## src/rtl/gar_pkg.sv

```systemverilog
// Package for the GAE advantage recurrence unit.
// Holds widths, register codes, reset values, item/state structs and the env wrap-table builder.
// No dependencies.
package gar_pkg;

    localparam int ENV_SLOTS_DEFAULT = 16;
    localparam int ENV_IN_W         = 4;
    localparam int DATA_W           = 32;
    localparam int Q15_W            = 16;
    localparam int CFG_IDX_W        = 2;
    localparam int CFG_DATA_W       = 16;
    localparam int ENV_TAB_N        = 16;

    localparam logic [CFG_IDX_W-1:0] CFG_GAMMA  = 2'd0;
    localparam logic [CFG_IDX_W-1:0] CFG_LAMBDA = 2'd1;

    localparam logic [Q15_W-1:0] Q15_ONE      = 16'd32768;
    localparam logic [Q15_W-1:0] GAMMA_RESET  = 16'd32440;
    localparam logic [Q15_W-1:0] LAMBDA_RESET = 16'd31130;
    localparam logic [Q15_W-1:0] GL_RESET     =
        Q15_W'((32'd32440 * 32'd31130 + 32'd16384) >> 15);

    localparam logic [DATA_W-1:0] ADV_MAX = 32'h7FFF_FFFF;
    localparam logic [DATA_W-1:0] ADV_MIN = 32'h8000_0000;

    typedef logic [ENV_IN_W-1:0] env_tab_t [ENV_TAB_N];

    typedef struct packed {
        logic [Q15_W-1:0] gamma;
        logic [Q15_W-1:0] gl;
    } cfg_t;

    typedef struct packed {
        logic [ENV_IN_W-1:0]      env;
        logic signed [DATA_W-1:0] reward;
        logic signed [DATA_W-1:0] value;
        logic                     done_req;
        logic signed [DATA_W-1:0] bootstrap_value;
        logic                     rollout_start;
    } item_t;

    typedef struct packed {
        logic signed [DATA_W-1:0] adv;
        logic signed [DATA_W-1:0] value;
    } state_t;

    typedef struct packed {
        logic [ENV_IN_W-1:0]      env;
        logic signed [DATA_W-1:0] adv;
        logic                     saturated;
    } result_t;

    // index modulo n for every 4-bit env index, by repeated subtraction
    function automatic env_tab_t gar_build_wrap(int n);
        env_tab_t tab;
        int       v;
        for (int i = 0; i < ENV_TAB_N; i++)
        begin
            v = i;
            for (int k = 0; k < ENV_TAB_N; k++)
            begin
                if (v >= n)
                begin
                    v = v - n;
                end
            end
            tab[i] = ENV_IN_W'(v);
        end
        return tab;
    endfunction

endpackage

```

## src/rtl/gar_if.sv

```systemverilog
// Valid/ready stream interfaces for sample input and advantage output.
// Depends on gar_pkg for field widths.
interface gar_in_if import gar_pkg::*; ();
    logic                     valid;
    logic                     ready;
    logic [ENV_IN_W-1:0]      env_index;
    logic signed [DATA_W-1:0] reward;
    logic signed [DATA_W-1:0] value;
    logic                     done_req;
    logic signed [DATA_W-1:0] bootstrap_value;
    logic                     rollout_start;

    modport source (
        output valid, env_index, reward, value, done_req, bootstrap_value, rollout_start,
        input  ready
    );
    modport sink (
        input  valid, env_index, reward, value, done_req, bootstrap_value, rollout_start,
        output ready
    );
endinterface

interface gar_out_if import gar_pkg::*; ();
    logic                     valid;
    logic                     ready;
    logic [ENV_IN_W-1:0]      env_out;
    logic signed [DATA_W-1:0] advantage;
    logic                     saturated;

    modport source (
        output valid, env_out, advantage, saturated,
        input  ready
    );
    modport sink (
        input  valid, env_out, advantage, saturated,
        output ready
    );
endinterface

```

## src/rtl/gar_cfg_regs.sv

```systemverilog
// Configuration registers: gamma and lambda (clamped to 1.0) and the gamma*lambda product.
// Depends on gar_pkg.
module gar_cfg_regs import gar_pkg::*;
(
    input  logic                  clk,
    input  logic                  rst_n,
    input  logic                  we,
    input  logic [CFG_IDX_W-1:0]  index,
    input  logic [CFG_DATA_W-1:0] data,
    output cfg_t                  cfg
);

    logic [Q15_W-1:0] gamma_reg, gamma_next;
    logic [Q15_W-1:0] lambda_reg, lambda_next;
    logic [Q15_W-1:0] gl_reg, gl_next;
    logic [Q15_W-1:0] data_clamped;

    always_comb
    begin
        data_clamped = (data > Q15_ONE) ? Q15_ONE : data;
        gamma_next   = gamma_reg;
        lambda_next  = lambda_reg;
        if (we)
        begin
            case (index)
                CFG_GAMMA:  gamma_next  = data_clamped;
                CFG_LAMBDA: lambda_next = data_clamped;
                default:    ;
            endcase
        end
        gl_next = Q15_W'((32'(gamma_next) * 32'(lambda_next) + 32'd16384) >> 15);
    end

    always_ff @(posedge clk or negedge rst_n)
    begin
        if (!rst_n)
        begin
            gamma_reg  <= GAMMA_RESET;
            lambda_reg <= LAMBDA_RESET;
            gl_reg     <= GL_RESET;
        end
        else
        begin
            gamma_reg  <= gamma_next;
            lambda_reg <= lambda_next;
            gl_reg     <= gl_next;
        end
    end

    assign cfg.gamma = gamma_reg;
    assign cfg.gl    = gl_reg;

endmodule

```

## src/rtl/gar_state_ram.sv

```systemverilog
// Per-environment state memory: last advantage and later value, registered read.
// Depends on gar_pkg.
module gar_state_ram import gar_pkg::*;
#(
    parameter int DEPTH = ENV_SLOTS_DEFAULT
)
(
    input  logic                                   clk,
    input  logic                                   rd_en,
    input  logic [((DEPTH > 1) ? $clog2(DEPTH) : 1)-1:0] rd_addr,
    output state_t                                 rd_data,
    input  logic                                   wr_en,
    input  logic [((DEPTH > 1) ? $clog2(DEPTH) : 1)-1:0] wr_addr,
    input  state_t                                 wr_data
);

    state_t mem [DEPTH];
    state_t rd_data_reg;

    always_ff @(posedge clk)
    begin
        if (wr_en)
        begin
            mem[wr_addr] <= wr_data;
        end
    end

    always_ff @(posedge clk)
    begin
        if (rd_en)
        begin
            rd_data_reg <= mem[rd_addr];
        end
    end

    assign rd_data = rd_data_reg;

endmodule

```

## src/rtl/gar_datapath.sv

```systemverilog
// Advantage arithmetic: two Q1.15 products with half-up rounding, sum, saturation.
// Depends on gar_pkg.
module gar_datapath import gar_pkg::*;
(
    input  item_t   item,
    input  state_t  state,
    input  cfg_t    cfg,
    output result_t res
);

    logic signed [DATA_W-1:0]   later_val;
    logic signed [DATA_W-1:0]   prev_adv;
    logic signed [48:0]         prod_v, prod_a;
    logic signed [48:0]         rnd_v, rnd_a;
    logic signed [33:0]         term_v, term_a;
    logic signed [32:0]         delta;
    logic signed [35:0]         sum;
    logic                       sat;

    always_comb
    begin
        later_val = item.rollout_start ? item.bootstrap_value : state.value;
        prev_adv  = item.rollout_start ? '0 : state.adv;

        prod_v = $signed({1'b0, cfg.gamma}) * later_val;
        prod_a = $signed({1'b0, cfg.gl}) * prev_adv;
        rnd_v  = prod_v + 49'sd16384;
        rnd_a  = prod_a + 49'sd16384;
        term_v = rnd_v[48:15];
        term_a = rnd_a[48:15];

        delta = $signed({item.reward[DATA_W-1], item.reward})
              - $signed({item.value[DATA_W-1], item.value});
        sum   = $signed({{3{delta[32]}}, delta});
        if (!item.done_req)
        begin
            sum = sum + $signed({{2{term_v[33]}}, term_v})
                      + $signed({{2{term_a[33]}}, term_a});
        end

        // in range only when the top five bits agree
        sat = !((&sum[35:31]) || !(|sum[35:31]));

        res.env       = item.env;
        res.saturated = sat;
        if (sat)
        begin
            res.adv = sum[35] ? ADV_MIN : ADV_MAX;
        end
        else
        begin
            res.adv = sum[31:0];
        end
    end

endmodule

```

## src/rtl/gae_advantage_recurrence_unit.sv

```systemverilog
// Top level of the GAE advantage recurrence unit: input stage, state memory, output register.
// Depends on gar_pkg, gar_if, gar_cfg_regs, gar_state_ram and gar_datapath.
//
// Takes one sample per clock unless the output is held, and returns one advantage per sample,
// in order. A sample accepted into the input stage sits there while its environment's stored
// advantage and later value come out of the state memory; the advantage is computed there and
// lands in the output register when the stage advances, which a held output result can delay.
// The memory read-modify-write closes through a bypass of the last write, so consecutive
// samples of one environment also run at one per clock unless the output is held; the output
// register lets a new sample in while a finished result waits. No state clearing is done after
// reset: a rollout-start sample must come first for each environment. env_index wraps modulo
// ENV_SLOTS. gamma and lambda above 1.0 are held at 1.0; write them only while the unit is empty.
module gae_advantage_recurrence_unit import gar_pkg::*;
#(
    parameter int ENV_SLOTS = ENV_SLOTS_DEFAULT
)
(
    input  logic                  clk,
    input  logic                  rst_n,
    input  logic                  cfg_we,
    input  logic [CFG_IDX_W-1:0]  cfg_index,
    input  logic [CFG_DATA_W-1:0] cfg_data,
    gar_in_if.sink                in_ch,
    gar_out_if.source             out_ch
);

    localparam int ENV_W = (ENV_SLOTS > 1) ? $clog2(ENV_SLOTS) : 1;
    localparam env_tab_t WRAP_TAB = gar_build_wrap(ENV_SLOTS);

    cfg_t    cfg;
    item_t   s1_item_reg, s1_item_next;
    logic    s1_valid_reg, s1_valid_next;
    result_t out_reg, res;
    logic    out_valid_reg, out_valid_next;
    state_t  rd_state, op_state, wr_state;
    state_t  byp_state_reg;
    logic [ENV_IN_W-1:0] byp_env_reg;
    logic    byp_valid_reg;
    logic    in_fire, s1_adv;

    gar_cfg_regs u_cfg (
        .clk   (clk),
        .rst_n (rst_n),
        .we    (cfg_we),
        .index (cfg_index),
        .data  (cfg_data),
        .cfg   (cfg)
    );

    always_comb
    begin
        in_fire = in_ch.valid && in_ch.ready;
        s1_adv  = s1_valid_reg && (!out_valid_reg || out_ch.ready);

        s1_item_next.env             = WRAP_TAB[in_ch.env_index];
        s1_item_next.reward          = in_ch.reward;
        s1_item_next.value           = in_ch.value;
        s1_item_next.done_req        = in_ch.done_req;
        s1_item_next.bootstrap_value = in_ch.bootstrap_value;
        s1_item_next.rollout_start   = in_ch.rollout_start;

        s1_valid_next  = in_fire || (s1_valid_reg && !s1_adv);
        out_valid_next = s1_adv || (out_valid_reg && !out_ch.ready);

        op_state = (byp_valid_reg && (byp_env_reg == s1_item_reg.env)) ? byp_state_reg
                                                                          : rd_state;
        wr_state.adv   = res.adv;
        wr_state.value = s1_item_reg.value;
    end

    assign in_ch.ready = !s1_valid_reg || s1_adv;

    gar_state_ram #(
        .DEPTH (ENV_SLOTS)
    ) u_ram (
        .clk     (clk),
        .rd_en   (in_fire),
        .rd_addr (ENV_W'(s1_item_next.env)),
        .rd_data (rd_state),
        .wr_en   (s1_adv),
        .wr_addr (ENV_W'(s1_item_reg.env)),
        .wr_data (wr_state)
    );

    gar_datapath u_dp (
        .item  (s1_item_reg),
        .state (op_state),
        .cfg   (cfg),
        .res   (res)
    );

    always_ff @(posedge clk or negedge rst_n)
    begin
        if (!rst_n)
        begin
            s1_valid_reg  <= 1'b0;
            out_valid_reg <= 1'b0;
            byp_valid_reg <= 1'b0;
        end
        else
        begin
            s1_valid_reg  <= s1_valid_next;
            out_valid_reg <= out_valid_next;
            if (s1_adv)
            begin
                byp_valid_reg <= 1'b1;
            end
        end
    end

    always_ff @(posedge clk)
    begin
        if (in_fire)
        begin
            s1_item_reg <= s1_item_next;
        end
        if (s1_adv)
        begin
            out_reg       <= res;
            byp_env_reg   <= s1_item_reg.env;
            byp_state_reg <= wr_state;
        end
    end

    assign out_ch.valid     = out_valid_reg;
    assign out_ch.env_out   = out_reg.env;
    assign out_ch.advantage = out_reg.adv;
    assign out_ch.saturated = out_reg.saturated;

    a_accept_fills_stage: assert property (@(posedge clk) disable iff (!rst_n)
        in_fire |=> s1_valid_reg)
        else $error("accepted transfer did not reach the input stage");

    a_bypass_tracks_write: assert property (@(posedge clk) disable iff (!rst_n)
        s1_adv |=> byp_valid_reg && (byp_env_reg == $past(s1_item_reg.env)))
        else $error("bypass does not hold the last state write");

    a_sat_bounds: assert property (@(posedge clk) disable iff (!rst_n)
        out_ch.valid && out_ch.saturated |->
            (out_ch.advantage == ADV_MAX) || (out_ch.advantage == ADV_MIN))
        else $error("saturated advantage is not a range limit");

    a_cfg_bounds: assert property (@(posedge clk) disable iff (!rst_n)
        (cfg.gamma <= Q15_ONE) && (cfg.gl <= Q15_ONE))
        else $error("discount register above 1.0");

endmodule
```

## src/flat_wrapper.sv

```systemverilog
// flat-port wrapper written by rule: the top's interface ports become plain ports
module gae_advantage_recurrence_unit_flat import gar_pkg::*;
#(
    parameter int ENV_SLOTS = ENV_SLOTS_DEFAULT
)
  (clk, rst_n, cfg_we, cfg_index, cfg_data, in_ch_valid, in_ch_env_index, in_ch_reward, in_ch_value, in_ch_done_req, in_ch_bootstrap_value, in_ch_rollout_start, in_ch_ready, out_ch_valid, out_ch_env_out, out_ch_advantage, out_ch_saturated, out_ch_ready);
  gar_in_if in_ch_i ();
  gar_out_if out_ch_i ();
  input  logic clk;
  input  logic rst_n;
  input  logic cfg_we;
  input  logic [CFG_IDX_W-1:0] cfg_index;
  input  logic [CFG_DATA_W-1:0] cfg_data;
  input wire logic [$bits(in_ch_i.valid)-1:0] in_ch_valid;
  input wire logic [$bits(in_ch_i.env_index)-1:0] in_ch_env_index;
  input wire logic [$bits(in_ch_i.reward)-1:0] in_ch_reward;
  input wire logic [$bits(in_ch_i.value)-1:0] in_ch_value;
  input wire logic [$bits(in_ch_i.done_req)-1:0] in_ch_done_req;
  input wire logic [$bits(in_ch_i.bootstrap_value)-1:0] in_ch_bootstrap_value;
  input wire logic [$bits(in_ch_i.rollout_start)-1:0] in_ch_rollout_start;
  output wire logic [$bits(in_ch_i.ready)-1:0] in_ch_ready;
  output wire logic [$bits(out_ch_i.valid)-1:0] out_ch_valid;
  output wire logic [$bits(out_ch_i.env_out)-1:0] out_ch_env_out;
  output wire logic [$bits(out_ch_i.advantage)-1:0] out_ch_advantage;
  output wire logic [$bits(out_ch_i.saturated)-1:0] out_ch_saturated;
  input wire logic [$bits(out_ch_i.ready)-1:0] out_ch_ready;
  assign in_ch_i.valid = in_ch_valid;
  assign in_ch_i.env_index = in_ch_env_index;
  assign in_ch_i.reward = in_ch_reward;
  assign in_ch_i.value = in_ch_value;
  assign in_ch_i.done_req = in_ch_done_req;
  assign in_ch_i.bootstrap_value = in_ch_bootstrap_value;
  assign in_ch_i.rollout_start = in_ch_rollout_start;
  assign in_ch_ready = in_ch_i.ready;
  assign out_ch_valid = out_ch_i.valid;
  assign out_ch_env_out = out_ch_i.env_out;
  assign out_ch_advantage = out_ch_i.advantage;
  assign out_ch_saturated = out_ch_i.saturated;
  assign out_ch_i.ready = out_ch_ready;
  gae_advantage_recurrence_unit #(.ENV_SLOTS(ENV_SLOTS)) u_core (.clk(clk), .rst_n(rst_n), .cfg_we(cfg_we), .cfg_index(cfg_index), .cfg_data(cfg_data), .in_ch(in_ch_i), .out_ch(out_ch_i));
endmodule
```

## config.mk

```make
export PLATFORM = sky130hd
export DESIGN_NAME = gae_advantage_recurrence_unit_flat
export DESIGN_NICKNAME = d
export VERILOG_FILES = /design/src/rtl/gar_pkg.sv /design/src/rtl/gar_if.sv /design/src/rtl/gar_cfg_regs.sv /design/src/rtl/gar_state_ram.sv /design/src/rtl/gar_datapath.sv /design/src/rtl/gae_advantage_recurrence_unit.sv /design/src/flat_wrapper.sv
export SDC_FILE = /design/constraint.sdc
export NUM_CORES = 2
export LEC_CHECK = 0
export BUFFER_PORTS_ARGS = -buffer_cell sky130_fd_sc_hd__buf_2
export CELL_PAD_IN_SITES_DETAIL_PLACEMENT = 1
export CELL_PAD_IN_SITES_GLOBAL_PLACEMENT = 2
export CORE_MARGIN = 2
export CORE_UTILIZATION = 50
export DETAILED_ROUTE_END_ITERATION = 10
export HOLD_SLACK_MARGIN = 0.03
export PLACE_DENSITY = 0.89
export SLEW_MARGIN = 20
export SYNTH_ARGS = -nofsm -noshare
export SYNTH_HDL_FRONTEND = slang
export SYNTH_SLANG_ARGS = --single-unit
```

## constraint.sdc

```tcl
create_clock -name clk -period 25 [get_ports clk]
set_input_delay 1.25 -clock clk [delete_from_list [all_inputs] [get_ports clk]]
set_output_delay 1.25 -clock clk [all_outputs]
set_load 0.05 [all_outputs]
```

==> flow_metrics.py <==
metrics = {
    "run_status": {
        "outcome": "finished, final reports clean",
    },
    "sta": {
        "fmax_mhz": 69.7,
        "fin_tns_setup_ps": 0,
        "fin_crit_sh_pct": 57.4,
        "rsz0062_at_grt": "false",
        "worst_pin_slew_ps": 1160,
        "min_period_ps": 14340,
        "slew_headroom_pct": 22.4,
        "hold_violations": 0,
        "skew_ps": 96.7,
        "setup_violations": 0,
        "drv_slew": 0,
    },
    "route": {
        "drc_errors": 0,
        "routed_wl_mm": 296,
        "vias_per_cell": 5.84,
        "via_count": 61107,
        "dr.pass1.iters": 5,
        "ant_nets": 0,
        "drtIter0Drc": 5421,
        "wire_per_inst_um": 28.3,
    },
    "setup_path": {
        "crit_arrival_ps": 14660,
        "cpMostUsedCell": "fa_1",
        "crit_fanout": 36,
        "rr_endpoint": "u_core.u_ram.mem[9][62]",
        "cp.required_ps": 25320,
        "cp_slowest_stage_delay_ps": 880,
        "critPathKind": "flop to flop",
        "regToRegStartpoint": "u_core.s1_item_reg[99]",
        "crit_slowest_cell": "o221a_4",
        "cp-end-kind": "flop",
        "ff2ff_setup_slack_ps": 10660,
        "critPathLaunchType": "flop",
        "r2r_cells": 44,
    },
    "worst_hold_path": {
        "hold_path.class": "flop to flop",
        "hp-start": "u_core.u_cfg.lambda_reg[4]",
        "whs_endpoint": "u_core.u_cfg.lambda_reg[4]",
        "worstHoldPathCells": 2,
    },
    "final_layout": {
        "layout_common_cells": "1,554 x inv_1, 1,259 x edfxtp_1, 1,205 x fa_1",
        "final_common_cell": "inv_1",
        "drive_above_1_share_pct": 11.7,
        "area_growth_pct": 7.82,
        "final.fill_count": 19621,
        "largest_register_ffs": 1024,
        "fin_nets": 9603,
        "finish.instance_area_sq_mm": 0.105,
    },
    "synthesis": {
        "synth_edf_count": 1259,
        "syn-num-nets": 9528,
        "synth.distinct_cells": 91,
        "synth_area_sq_mm": 0.0978,
        "async_flop_share_pct": 3.89,
        "synth_cells": 7741,
        "yosysSeqAreaShare_pct": 40.0,
        "synthFlopType": "edfxtp_1",
        "syn_area_per_cell_sq_um": 12.6,
        "synth_warnings": 0,
        "ys_seq_elements": 1310,
    },
    "floorplanning": {
        "die-area_sq_mm": 0.199,
        "fp.coreArea_sq_mm": 0.195,
        "rows": 162,
        "die_h_um": 446,
        "io_pins": 164,
        "start_util_pct": 50.2,
        "fp.dieW_um": 446,
    },
    "clock_network": {
        "ctsHoldBuffers": 0,
        "numCtsBuffers": 121,
        "clock_latency_ps": 800,
        "cts_tree": "yes",
        "clock_sink_count": 1310,
        "clockRootBuffer": "clkbuf_16",
        "post_cts_resize_count": 0,
        "clk_pin_slew_worst_paths_ps": 70,
        "post-cts-setup-buffers": 0,
        "clockBufferDepth": 3,
        "cts.htree.levels": 3,
    },
    "global_route": {
        "met1_usage_pct": 38.4,
        "antenna_found_initial": 9,
        "grt.total_usage_pct": 30.6,
        "top_usage_layer": "met2",
        "grt_remaining_overflow": 0,
        "first_global_vias": 69001,
        "grt_pass1_wl_mm": 448,
        "use_met3_pct": 4.68,
        "grt_max_degree": 145,
        "gr-usage-met2_pct": 51.8,
    },
    "flow_run": {
        "drv_cap": 0,
    },
    "place": {
        "place.gp.congestion": 0.869,
        "dp_hpwl_mm": 204,
        "port_buffers": 163,
        "place_area_sq_mm": 0.102,
    },
}
metal layers:
layer  routed length, um  share of wire [%]
met5                  12             0.0041
met4               16800                5.7
met3               20900                7.1
met2              148000                 50
met1              111000                 37
final cells by class:
class | count | area (sq um) | share of cell area [%]
Sequential cell | 1310 | 39100 | 37.1
Antenna cell | 5 | 12.5 | 0.0119
Clock inverter | 74 | 653 | 0.620
Timing Repair Buffer | 300 | 1920 | 1.82
Clock buffer | 151 | 3160 | 3.00
Inverter | 1563 | 5870 | 5.57
Multi-Input combinational cell | 4520 | 51500 | 48.8
Tap cell | 2542 | 3180 | 3.02
worst max-delay path: cells and delay by family (launching register included):
| family | cells | cell delay [ps] |
|---|---|---|
| AO/OA/AOI/OAI | 18 | 4540 |
| adder cells (fa/ha/maj) | 9 | 4070 |
| AND/OR/NAND/NOR | 7 | 1990 |
| buffers and inverters | 8 | 1850 |
| XOR/XNOR | 2 | 730 |
| flip-flops | 1 | 510 |
Yosys cell counts, types with 6 or more instances:
cell type  count  area (sq um)
a21o_1        76           571
a21oi_1      166           831
a21oi_2       34           298
a31oi_1       13          81.3
and2_1       647          4050
and3_1        14          87.6
and4_1         9          78.8
buf_1         30           113
buf_2          8          40.0
buf_4         32           240
buf_6          6          67.6
clkbuf_1     272          1020
clkinv_1       7          26.3
dfrtp_1       25           626
dfstp_2       26           683
edfxtp_1    1259         37800
fa_1        1205         24100
ha_1         457          5720
inv_1       1555          5840
mux2i_1       39           390
mux4_2       320          7210
nand2_1      780          2930
nand2b_1      32           200
nand3_1       35           175
nand4_1       19           119
nor2_1       161           604
nor2b_1       28           175
nor3_1        29           145
nor4_1         7          43.8
o21a_1        43           323
o21ai_0       93           465
o21ai_1       23           115
o21ai_2        6          52.6
o21bai_1      11          82.6
o31a_1         6          52.6
or3_1          9          56.3
xnor2_1       95           832
xor2_1        57           499
worst max-delay path by stage:
stage                                   startpoint  cells after the start                          end
after detailed placement   u_core.s1_item_reg[101]                     43     u_core.u_ram.mem[13][62]
after global placement     u_core.s1_item_reg[101]                     44     u_core.u_ram.mem[14][62]
after CTS                   u_core.s1_item_reg[99]                     44      u_core.u_ram.mem[9][62]
after global routing        u_core.s1_item_reg[99]                     44      u_core.u_ram.mem[9][62]
after floorplan           u_core.out_ch.env_out[3]                     47  u_core.out_ch.advantage[30]
final                       u_core.s1_item_reg[99]                     44      u_core.u_ram.mem[9][62]
logic make-up after synthesis:
group,count (synthesis),synth area share (%)
buffers and inverters,1911,7.52
XOR/XNOR,153,1.38
AO/OA/AOI/OAI,549,3.73
flip-flops,1310,40.0
adder cells (fa/ha/maj),1662,30.5
AND/OR/NAND/NOR,1796,9.07
multiplexers,360,7.78
through the flow:
stage / worst slack [ps] / hold WS, ps / utilization (%) / std cells
after floorplan: 13420 / 421 / - / 7741
after global placement: 11710 / 463 / 52.2 / 10233
after detailed placement: 11350 / 470 / 52.2 / 10234
after CTS: 10880 / 479 / 54.2 / 10459
after global routing: 10200 / 497 / 54.2 / 10460
final: 10660 / 477 / 54.2 / 10465
Power is not shown: default switching activity piles up to over one toggle a cycle in this logic, so the estimate is an artifact.
